--- config.mk ---
export PLATFORM = sky130hd
export DESIGN_NAME = hpl_ctrl
export DESIGN_NICKNAME = d
export VERILOG_FILES = /design/src/rtl/hpl_pkg.sv /design/src/rtl/hpl_ctrl.sv
export SDC_FILE = /design/constraint.sdc
export NUM_CORES = 1
export LEC_CHECK = 0
export ABC_CLOCK_PERIOD_IN_PS = 3300
export BUFFER_PORTS_ARGS = -buffer_cell sky130_fd_sc_hd__buf_2
export CAP_MARGIN = 40
export CORE_MARGIN = 2
export CORE_UTILIZATION = 58
export CTS_CLUSTER_SIZE = 16
export DETAILED_ROUTE_END_ITERATION = 8
export PLACE_DENSITY = 0.9
export SETUP_SLACK_MARGIN = 0.02
export SYNTH_ARGS = -nofsm -noshare
export SYNTH_HDL_FRONTEND = slang
export SYNTH_SLANG_ARGS = --single-unit
--- constraint.sdc ---
create_clock -name clock -period 3.3 [get_ports clock]
set_clock_uncertainty 0.05 [all_clocks]
set_input_delay 0.99 -clock clock [delete_from_list [all_inputs] [get_ports clock]]
set_output_delay 0.99 -clock clock [all_outputs]
set_load 0.1 [all_outputs]
--- src/rtl/hpl_pkg.sv ---
`default_nettype none
// ----------------------------------------------------------------------------
// hpl_pkg
// shared widths, fixed-point constants, command/status types and the
// arctangent table for the haversine path length block
// ----------------------------------------------------------------------------
package hpl_pkg;

   localparam int LAT_W      = 31;
   localparam int LON_W      = 32;
   localparam int POS_W      = 32;
   localparam int STEP_W     = 35;
   localparam int TOTAL_BITS = 48;
   localparam int RADIUS_W   = 23;

   localparam int DW    = 34;   // coordinate difference
   localparam int MAG_W = 31;   // magnitude fed to the angle scaling
   localparam int MW    = 33;   // multiplier operand
   localparam int PW    = 2 * MW;
   localparam int CW    = 36;   // cordic x, y, z
   localparam int SQ_W  = 62;   // square root operand and remainder
   localparam int AW    = 31;   // haversine term a, Q1.30 in [0, 1]

   localparam int ITERS    = 30;
   localparam int SQ_ITERS = 31;
   localparam int CNT_W    = 5;

   localparam logic [RADIUS_W-1:0] RADIUS_RESET = 23'd6371000;

   localparam logic [63:0] DEG7_TO_Q62 = 64'd8048910509;
   localparam logic [15:0] K_LO        = DEG7_TO_Q62[15:0];
   localparam logic [16:0] K_HI        = DEG7_TO_Q62[32:16];

   localparam logic signed [CW-1:0] CORDIC_GAIN = 36'sd652032874;
   localparam logic [31:0]          HALF_PI_Q30 = 32'd1686629713;
   localparam logic [31:0]          PI_Q30      = 32'd3373259426;
   localparam logic [AW-1:0]        ONE_Q30     = 31'h40000000;

   localparam logic signed [DW-1:0] HALF_TURN = 34'sd1800000000;
   localparam logic signed [DW-1:0] FULL_TURN = 34'sd3600000000;

   // which angle the shared cordic is working on
   localparam logic [1:0] ANG_DLAT     = 2'd0;
   localparam logic [1:0] ANG_DLON     = 2'd1;
   localparam logic [1:0] ANG_LAT_PREV = 2'd2;
   localparam logic [1:0] ANG_LAT_CUR  = 2'd3;

   typedef enum logic [4:0] {
      OP_NONE,
      OP_LOAD,
      OP_DIFF,
      OP_MAG,
      OP_MLO,
      OP_MHI,
      OP_SUM,
      OP_ANG,
      OP_ROT,
      OP_RSTORE,
      OP_SQ1,
      OP_SQ2,
      OP_CC,
      OP_A1,
      OP_A2,
      OP_A3,
      OP_SQRT,
      OP_VINIT,
      OP_VEC,
      OP_RAD,
      OP_FIN,
      OP_COMMIT
   } op_type;

   typedef struct packed {
      op_type           op;
      logic [CNT_W-1:0] iter;
      logic [1:0]       idx;
   } cmd_type;

   typedef struct packed {
      logic mode;
      logic have_prev;
      logic y_zero;
   } status_type;

   function automatic logic signed [CW-1:0] atan_q30(input logic [CNT_W-1:0] i);
      logic [29:0] t;
      case (i)
         5'd0:  t = 30'h3243F6A8;
         5'd1:  t = 30'h1DAC6705;
         5'd2:  t = 30'h0FADBAFC;
         5'd3:  t = 30'h07F56EA6;
         5'd4:  t = 30'h03FEAB76;
         5'd5:  t = 30'h01FFD55B;
         5'd6:  t = 30'h00FFFAAA;
         5'd7:  t = 30'h007FFF55;
         5'd8:  t = 30'h003FFFEA;
         5'd9:  t = 30'h001FFFFD;
         5'd10: t = 30'h000FFFFF;
         5'd11: t = 30'h0007FFFF;
         5'd12: t = 30'h0003FFFF;
         5'd13: t = 30'h0001FFFF;
         5'd14: t = 30'h0000FFFF;
         5'd15: t = 30'h00007FFF;
         5'd16: t = 30'h00003FFF;
         5'd17: t = 30'h00001FFF;
         5'd18: t = 30'h00000FFF;
         5'd19: t = 30'h000007FF;
         5'd20: t = 30'h000003FF;
         5'd21: t = 30'h000001FF;
         5'd22: t = 30'h000000FF;
         5'd23: t = 30'h0000007F;
         5'd24: t = 30'h0000003F;
         5'd25: t = 30'h0000001F;
         5'd26: t = 30'h0000000F;
         5'd27: t = 30'h00000007;
         5'd28: t = 30'h00000003;
         5'd29: t = 30'h00000001;
         default: t = '0;
      endcase
      return {{(CW-30){1'b0}}, t};
   endfunction

endpackage
`default_nettype wire

--- src/rtl/hpl_ctrl.sv ---
`default_nettype none
// ----------------------------------------------------------------------------
// hpl_ctrl
// sequencer: walks one waypoint through diff, four cordic rotations, the
// haversine products, two square roots, cordic vectoring and the final scale
// ----------------------------------------------------------------------------
module hpl_ctrl import hpl_pkg::*; (
   input  wire        clock,
   input  wire        reset,
   input  wire        req_valid,
   output logic       req_ready,
   output logic       rsp_valid,
   input  wire        rsp_ready,
   input  status_type status,
   output cmd_type    cmd
);

   typedef enum logic [20:0] {
      ST_IDLE   = 21'h000001,
      ST_DIFF   = 21'h000002,
      ST_MAG    = 21'h000004,
      ST_MLO    = 21'h000008,
      ST_MHI    = 21'h000010,
      ST_SUM    = 21'h000020,
      ST_ANG    = 21'h000040,
      ST_ROT    = 21'h000080,
      ST_RSTORE = 21'h000100,
      ST_SQ1    = 21'h000200,
      ST_SQ2    = 21'h000400,
      ST_CC     = 21'h000800,
      ST_A1     = 21'h001000,
      ST_A2     = 21'h002000,
      ST_A3     = 21'h004000,
      ST_SQRT   = 21'h008000,
      ST_VINIT  = 21'h010000,
      ST_VEC    = 21'h020000,
      ST_RAD    = 21'h040000,
      ST_FIN    = 21'h080000,
      ST_DONE   = 21'h100000
   } state_type;

   state_type        state_ff, state_in;
   logic [CNT_W-1:0] cnt_ff, cnt_in;
   logic [1:0]       idx_ff, idx_in;
   logic             rsp_valid_ff, rsp_valid_in;
   logic             commit;

   assign req_ready = (state_ff == ST_IDLE);
   assign rsp_valid = rsp_valid_ff;

   always_comb begin
      state_in = state_ff;
      cnt_in   = cnt_ff;
      idx_in   = idx_ff;
      commit   = 1'b0;
      cmd.op   = OP_NONE;
      cmd.iter = cnt_ff;
      cmd.idx  = idx_ff;
      case (state_ff)
         ST_IDLE: begin
            if (req_valid) begin
               cmd.op   = OP_LOAD;
               state_in = ST_DIFF;
            end
         end
         ST_DIFF: begin
            cmd.op = OP_DIFF;
            if (status.mode || !status.have_prev) begin
               state_in = ST_DONE;
            end else begin
               state_in = ST_MAG;
            end
         end
         ST_MAG: begin
            cmd.op   = OP_MAG;
            idx_in   = ANG_DLAT;
            state_in = ST_MLO;
         end
         ST_MLO: begin
            cmd.op   = OP_MLO;
            state_in = ST_MHI;
         end
         ST_MHI: begin
            cmd.op   = OP_MHI;
            state_in = ST_SUM;
         end
         ST_SUM: begin
            cmd.op   = OP_SUM;
            state_in = ST_ANG;
         end
         ST_ANG: begin
            cmd.op   = OP_ANG;
            cnt_in   = '0;
            state_in = ST_ROT;
         end
         ST_ROT: begin
            cmd.op = OP_ROT;
            if (cnt_ff == CNT_W'(ITERS - 1)) begin
               state_in = ST_RSTORE;
            end else begin
               cnt_in = cnt_ff + 1'b1;
            end
         end
         ST_RSTORE: begin
            cmd.op = OP_RSTORE;
            if (idx_ff == ANG_LAT_CUR) begin
               state_in = ST_SQ1;
            end else begin
               idx_in   = idx_ff + 1'b1;
               state_in = ST_MLO;
            end
         end
         ST_SQ1: begin
            cmd.op   = OP_SQ1;
            state_in = ST_SQ2;
         end
         ST_SQ2: begin
            cmd.op   = OP_SQ2;
            state_in = ST_CC;
         end
         ST_CC: begin
            cmd.op   = OP_CC;
            state_in = ST_A1;
         end
         ST_A1: begin
            cmd.op   = OP_A1;
            state_in = ST_A2;
         end
         ST_A2: begin
            cmd.op   = OP_A2;
            state_in = ST_A3;
         end
         ST_A3: begin
            cmd.op   = OP_A3;
            cnt_in   = '0;
            state_in = ST_SQRT;
         end
         ST_SQRT: begin
            cmd.op = OP_SQRT;
            if (cnt_ff == CNT_W'(SQ_ITERS - 1)) begin
               state_in = ST_VINIT;
            end else begin
               cnt_in = cnt_ff + 1'b1;
            end
         end
         ST_VINIT: begin
            cmd.op = OP_VINIT;
            cnt_in = '0;
            // coincident points: angle is zero, skip vectoring
            if (status.y_zero) begin
               state_in = ST_DONE;
            end else begin
               state_in = ST_VEC;
            end
         end
         ST_VEC: begin
            cmd.op = OP_VEC;
            if (cnt_ff == CNT_W'(ITERS - 1)) begin
               state_in = ST_RAD;
            end else begin
               cnt_in = cnt_ff + 1'b1;
            end
         end
         ST_RAD: begin
            cmd.op   = OP_RAD;
            state_in = ST_FIN;
         end
         ST_FIN: begin
            cmd.op   = OP_FIN;
            state_in = ST_DONE;
         end
         ST_DONE: begin
            if (!rsp_valid_ff || rsp_ready) begin
               cmd.op   = OP_COMMIT;
               commit   = 1'b1;
               state_in = ST_IDLE;
            end
         end
         default: begin
            state_in = ST_IDLE;
         end
      endcase
   end

   always_comb begin
      rsp_valid_in = rsp_valid_ff;
      if (commit) begin
         rsp_valid_in = 1'b1;
      end else if (rsp_ready) begin
         rsp_valid_in = 1'b0;
      end
   end

   always_ff @(posedge clock) begin
      if (reset) begin
         state_ff     <= ST_IDLE;
         cnt_ff       <= '0;
         idx_ff       <= '0;
         rsp_valid_ff <= 1'b0;
      end else begin
         state_ff     <= state_in;
         cnt_ff       <= cnt_in;
         idx_ff       <= idx_in;
         rsp_valid_ff <= rsp_valid_in;
      end
   end

endmodule
`default_nettype wire

==> metrics.yaml, run 1 <==
synth_warnings: 0
layout.nets: 289
critical_path.max_stage_delay_ns: 0.42
drt-pass1-iter-count: 5
swShare_pct: 37.8
diodes: 0
grt_pass1_wl_um: 8680
syn_nets: 245
cts_root_buf: "clkbuf_4"
cts_buffer_depth: 2
fp.dieW_um: 61.6
vias: 2233
start_util_pct: 62.1
overflow: 0
ios: 21
p_int_uw: 527
grt_pass1_vias: 1883
multi_input_area_um2: 1390
fin_total_pwr_uw: 848
synth_edf_count: 0
clock_latency_ns: 0.34
maxCapViolations: 0
slowest_stage: "nor4_4"
async_flop_share_pct: 0
dieArea_um2: 3800
routedWlPerCell_um: 18.7
seqPwrFrac_pct: 43.1
yosysUniqueCellTypes: 61
die_h_um: 61.6
leakagePower_uw: 0.000976
cp_max_fo: 5
final_cells: 321
syn_avg_cell_area_um2: 8.23
area_delta_synth_final_pct: 28.6
max_clock_freq_ghz: 0.300
ys_seq_elements: 29
synthTopCellsByArea: "dfxtp_1 (30%), nor2_1 (6.4%), nor4b_1 (4.1%), nand4_1 (3.9%), nor4_1 (3.9%)"
finalSetupViolCount: 1
fin_crit_sh_pct: 101
power.density_nw_per_um2: 342
initialDrtViolationCount: 246
violations: "negative setup slack"
drc: 0
yosys_most_used_dff: "dfxtp_1"
rsz0062_at_grt: "true"
regArea_um2: 589
cts_buffers: 5
clkPwrFrac_pct: 23.5
run_status: "complete, but fails checks"
grt_max_degree: 18
yosysTopAreaCellShare_pct: 30.1
end_kind: "output pin"
worst_pin_slew_ns: 0.621
antenna_found_initial: 0
drt-vias-per-instance: 6.96
finalHoldViolations: 0
cp.arrival_ns: 2.30
cp_common_cell: "nand2_1"
hold-worst-slack_ns: 0.501
final_max_slew_viol_count: 0
fillCellCount: 206
switchingPower_uw: 321
rows: 20
wirelength_um: 5990
cts_tree: "done"
crit_type: "reg -> out"
maxSlewHeadroom_pct: 58.2
portBuffers: 20
synthCells: 234
p_comb_share_pct: 33.4
place_ws_ns: 0.209
crit_path_cell_trace: "nor4_4 > buf_4 > nand2_1 > nor3_2 > a21oi_1 > nand2_1 > buf_12"
clock_sinks: 29
timing.final.crit_period_ns: 3.34
grt_usage_pct: 31.9
critPathLaunchType: "register"
synth_top_area_cell: "dfxtp_1"
antenna_left: 0
max-vdd-ir-drop_v: 0.000258
syn-cell-area_um2: 1930
htree_levels: 2
synth.yosys.seq_area_share_pct: 30.1
core_area_um2: 3100
setup_slack_ns: -0.0351
dp_cells: 311
clk_pin_slew_ns: 0.08
drive_above_1_share_pct: 35.7
cp.required_ns: 2.26
min_path_type: "reg -> reg"
gp_congestion: 0.954
place_hpwl_um: 4120
-- power groups by stage --
stage	sequential (uW)	combinational [uW]	clock, uW
floorplan	370	170	0
global placement	369	249	0
detailed placement	369	251	0
CTS	362	253	200
global route	367	292	214
finish	365	283	199
-- path summary, 6_finish.rpt --
check | from | to | slack, ns | depth (start not counted)
setup / recovery | state_ff[6]$_SDFFE_PP0P_ | cmd[8] | -0.04 | 7
hold / removal | cnt_ff[4]$_SDFFE_PP0P_ | cnt_ff[4]$_SDFFE_PP0P_ | 0.50 | 2
setup reg to reg | state_ff[8]$_SDFFE_PP0P_ | state_ff[6]$_SDFFE_PP0P_ | 0.66 | 8
hold reg to reg | cnt_ff[4]$_SDFFE_PP0P_ | cnt_ff[4]$_SDFFE_PP0P_ | 0.50 | 2
-- cell usage after synthesis, types with 4 or more instances --
library cell and n:
nor2_1 33, dfxtp_1 29, nand2_1 18, nand4_1 12, nor4_1 12, nor3_1 11
a21oi_1 9, nor4b_1 9, nand3_1 8, inv_1 5, nand2b_1 5, or3_1 5
ha_1 4, nor3b_1 4
-- cells by family after synthesis --
logic type / share of synthesized area [%]
XOR/XNOR: 2.27
multiplexers: 1.10
AO/OA/AOI/OAI: 13.7
flip-flops: 30.1
adder cells (fa/ha/maj): 2.60
AND/OR/NAND/NOR: 45.9
buffers and inverters: 4.29
-- per-stage QoR --
step / TNS, ns / cell area [um2] / util (%)
after floorplan: -0.512 / 1950 / -
after global placement: 0 / 2290 / 73.9
after detailed placement: 0 / 2290 / 73.9
after CTS: 0 / 2370 / 76.3
after global routing: -0.179 / 2480 / 79.9
final: -0.0351 / 2480 / 79.9
-- layout make-up --
type,count,share of cell area (%)
multi-input combinational,190,56.1
inverter,5,0.757
clock inverter,1,0.202
tap,44,2.22
clock buffer,5,1.51
sequential,29,23.8
timing repair buffer,47,15.4
-- flip-flops by register name (all words and copies together), names as in the netlist --
signal     cells
idx_ff         2
cnt_ff         5
rsp_valid      1
state_ff      21
-- routing by layer --
metal | wire length (um) | up-vias | track usage, %
met5 | 0 | - | 0
met1 | 2320 | 1057 | 38.0
met4 | 206 | 0 | 10.9
met3 | 610 | 30 | 9.24
met2 | 2860 | 162 | 54.6
li1 | - | 984 | -
-- critical path, delay by kind of cell, from the launching register on --
kind | cells | cell delay [ns]
simple gates | 4 | 1.08
compound gates | 1 | 0.16
flops | 1 | 0.34
buf+inv | 2 | 0.37
-- layout by cell type (no fill, tap or decap), types with 4 or more instances in the layout --
cell and n:
nand3_1 7, inv_1 5, nand4_1 12, buf_2 15, nor2_1 28, nand2_1 17
nand2b_1 5, ha_1 4, buf_4 26, nor4_1 9, nor3_2 6, dfxtp_1 22
or3_1 5, buf_12 5, a21oi_1 9, clkbuf_4 5, nor4b_1 8, dfxtp_2 7
nor3_1 5, nor2_2 5
-- repair_timing --
action                                  4_1_cts  5_1_grt
pin swaps                                     2        9
setup buffers                                 2        2
endpoints found under the setup margin        5        6
gates resized for setup                       5       25
hold buffers                                  0        0
Note: power is estimated with default switching activity, not from simulation.
==> inputs of run 2 (changes only) <==
- CORE_UTILIZATION: 58 -> 25
- MAX_ROUTING_LAYER: unset -> met4
- PLACE_DENSITY: 0.9 -> 0.52
- SLEW_MARGIN: unset -> 20
==> run 2 against run 1 <==
  * Non-clock buffer count grew 16
  * Final area grew 11%
  * Count of clock-buffer cells in the layout grew 2
  * Flip-flop and latch count is the same
  * Die area grew 120%
  * Critical path depth grew 2
  * Sequential power is essentially flat
  * Combinational power grew 15%
  * The flow still finishes with violations (negative setup slack)
  * Final cell count grew 24%
  * Power grew 21%
  * Worst hold slack lost 0.033 ns
==> metrics.yaml, run 2 (synthesis results as in run 1) <==
run_status: "complete, but fails checks"
violations: "negative setup slack"
regArea_um2: 593  # +0.64%
wirelength_um: 6320  # +5.4%
cts_tree: "done"
final_max_slew_viol_count: 0  # unchanged
p_int_uw: 673  # +28%
vias: 2107  # -5.6%
timing.final.crit_period_ns: 3.34  # +0.00204 ns
grt_usage_pct: 15.1  # -17 points
worstSetupEndpoint: "cmd[7]"
cp_max_fo: 8  # +3
cp_num_cells: 9  # +2
overflow: 0  # unchanged
r2r-start: "state_ff[12]$_SDFFE_PP0P_"
maxCapViolations: 0  # unchanged
die_h_um: 91.8  # +49%
cp.buffers_inverters: 4  # +2
crit_type: "reg -> out"
top_register: "state_ff"
slowest_stage: "dfxtp_2"
area_delta_synth_final_pct: 43.2
reg2reg_depth: 8  # unchanged
finalSetupViolCount: 2  # +1
r2r-end: "state_ff[6]$_SDFFE_PP0P_"
cp.required_ns: 2.26  # about the same
cts_root_buf: "clkbuf_8"
place_hpwl_um: 4570  # +11%
hold_buffers: 0  # unchanged
largest_reg_flops: 21  # unchanged
rows: 32  # +60%
end_kind: "output pin"
max_clock_freq_ghz: 0.300  # about the same
leakagePower_uw: 0.00108  # +11%
max-vdd-ir-drop_v: 0.000329  # +28%
dieArea_um2: 8430  # +120%
power.density_nw_per_um2: 371  # +8.4%
start_util_pct: 25.3  # -37 points
top_regs: "state_ff: 21 flops, cnt_ff: 5 flops, idx_ff: 2 flops"
layout_common_cells: "buf_4 (42), nor2_1 (30), dfxtp_1 (23), nand2_1 (17), buf_2 (14)"
worst_pin_slew_ns: 0.609  # -0.0117 ns
drc: 0  # unchanged
grt_pass1_wl_um: 9700  # +12%
clk_pin_slew_ns: 0.07  # about the same
ios: 21  # unchanged
layout_commonest_cell: "buf_4"
fin_util_pct: 36.3  # -44 points
grt_max_degree: 18  # unchanged
swShare_pct: 34.2  # -3.6 points
routedWlPerCell_um: 15.9  # -15%
gp_congestion: 0.953  # -0.13%
clock_sinks: 29  # unchanged
drt-vias-per-instance: 5.31  # -24%
crit_start: "state_ff[11]$_SDFFE_PP0P_"
initialDrtViolationCount: 227  # -7.7%
antenna_found_initial: 0  # unchanged
clkPwrFrac_pct: 32.9  # +9.4 points
portBuffers: 20  # unchanged
setup_slack_ns: -0.0371  # -0.00204 ns
p_comb_share_pct: 31.7  # -1.7 points
fp.dieW_um: 91.8  # +49%
htree_levels: 2  # unchanged
multi_input_area_um2: 1400  # +0.72%
antenna_left: 0  # unchanged
drive_above_1_share_pct: 39.7  # +3.9 points
rsz0062_at_grt: "true"
clock_latency_ns: 0.29  # -0.05 ns
hold-worst-slack_ns: 0.469  # -0.0328 ns
fin_crit_sh_pct: 101  # about the same
cp_common_cell: "buf_4"
critical_path.max_stage_delay_ns: 0.34  # -0.08 ns
fillCellCount: 794  # +290%
finalHoldViolations: 0  # unchanged
reg2reg_slack_ns: 0.66  # about the same
drt-pass1-iter-count: 4  # -1
cts_buffers: 5  # unchanged
switchingPower_uw: 350  # +9.1%
core_area_um2: 7610  # +150%
cts_buffer_depth: 2  # unchanged
min_path_type: "reg -> reg"
maxSlewHeadroom_pct: 59.1  # +0.89 points
cp_top_family: "simple AND/OR/NAND/NOR gates"
critPathLaunchType: "register"
cp.arrival_ns: 2.30  # about the same
seqPwrFrac_pct: 35.4  # -7.7 points
crit_path_cell_trace: "nor3_2 > buf_4 > nand4_1 > buf_4 > nor4b_4 > buf_4 > a211oi_2 > nand4_1 > buf_12"
diodes: 0  # unchanged
place_ws_ns: 0.202  # -0.00712 ns
layout.nets: 305  # +5.5%
grt_pass1_vias: 1970  # +4.6%
-- run 2: cell count changes in the layout (fill, tap and decap cells not counted), moves of 2 or more --
cell      change
clkbuf_8      +7
a21oi_2       +2
a211oi_2      +2
a211oi_1      -2
dfxtp_2       -3
clkbuf_4      -5
nor2_1        +2
buf_4        +16
nor4_2        -2
dfxtp_4       +2
-- run 2: through the flow --
step	setup TNS, ns	total power [uW]	area, um2	std cells
2_1_floorplan	-0.512	540	1950	234
3_3_place_gp	0	648	2420	374
3_5_place_dp	0	645	2420	374
4_1_cts	0	984	2560	383
5_1_grt	-0.124	1060	2760	397
6_report	-0.0395	1020	2760	397
-- run 2: power groups by stage --
stage	clock (uW)	combinational (uW)	sequential [uW]
after detailed placement	0	274	370
final	337	325	362
after CTS	343	279	362
after floorplan	0	170	370
after global routing	359	342	362
after global placement	0	278	370
-- run 2: final cells by class --
class / count / share of cell area, %
clock buffer: 7 / 3.49
clock inverter: 1 / 0.181
inverter: 5 / 0.680
multi-input combinational: 190 / 50.8
sequential: 29 / 21.5
tap: 102 / 4.63
timing repair buffer: 63 / 18.7
-- run 2: worst min path at each step --
stage	to	cells after the start	slack [ns]	from
detailed placement	cnt_ff[4]$_SDFFE_PP0P_	2	0.46	cnt_ff[4]$_SDFFE_PP0P_
global route	cnt_ff[4]$_SDFFE_PP0P_	2	0.51	cnt_ff[4]$_SDFFE_PP0P_
finish	cnt_ff[4]$_SDFFE_PP0P_	2	0.47	cnt_ff[4]$_SDFFE_PP0P_
global placement	rsp_valid$_SDFFE_PP0P_	2	0.46	rsp_valid$_SDFFE_PP0P_
floorplan	state_ff[10]$_SDFFE_PP0P_	2	0.45	state_ff[9]$_SDFFE_PP0P_
CTS	cnt_ff[4]$_SDFFE_PP0P_	2	0.47	cnt_ff[4]$_SDFFE_PP0P_
-- run 2: metal layers --
| layer | part of all wire (%) | up-vias | track usage [%] |
|---|---|---|---|
| met4 | 4.3 | 0 | 6.97 |
| met3 | 5.8 | 22 | 2.96 |
| met5 | 0 | - | - |
| met2 | 45 | 79 | 23.1 |
| li1 | - | 1013 | - |
| met1 | 45 | 993 | 19.3 |
-- run 2: worst reg2reg max path, delay by kind of cell (launching register included) --
family          cells  cell delay [ns]
simple gates        5             1.08
flops               1             0.54
compound gates      1             0.50
buf+inv             2             0.36
-- run 2: timing repair --
item | CTS | global route
endpoints found under the hold margin | 0 | 0
buffers inserted | 1 | 14
pin swaps | 1 | 12
endpoints found under the setup margin | 5 | 5
gates resized for setup | 8 | 24
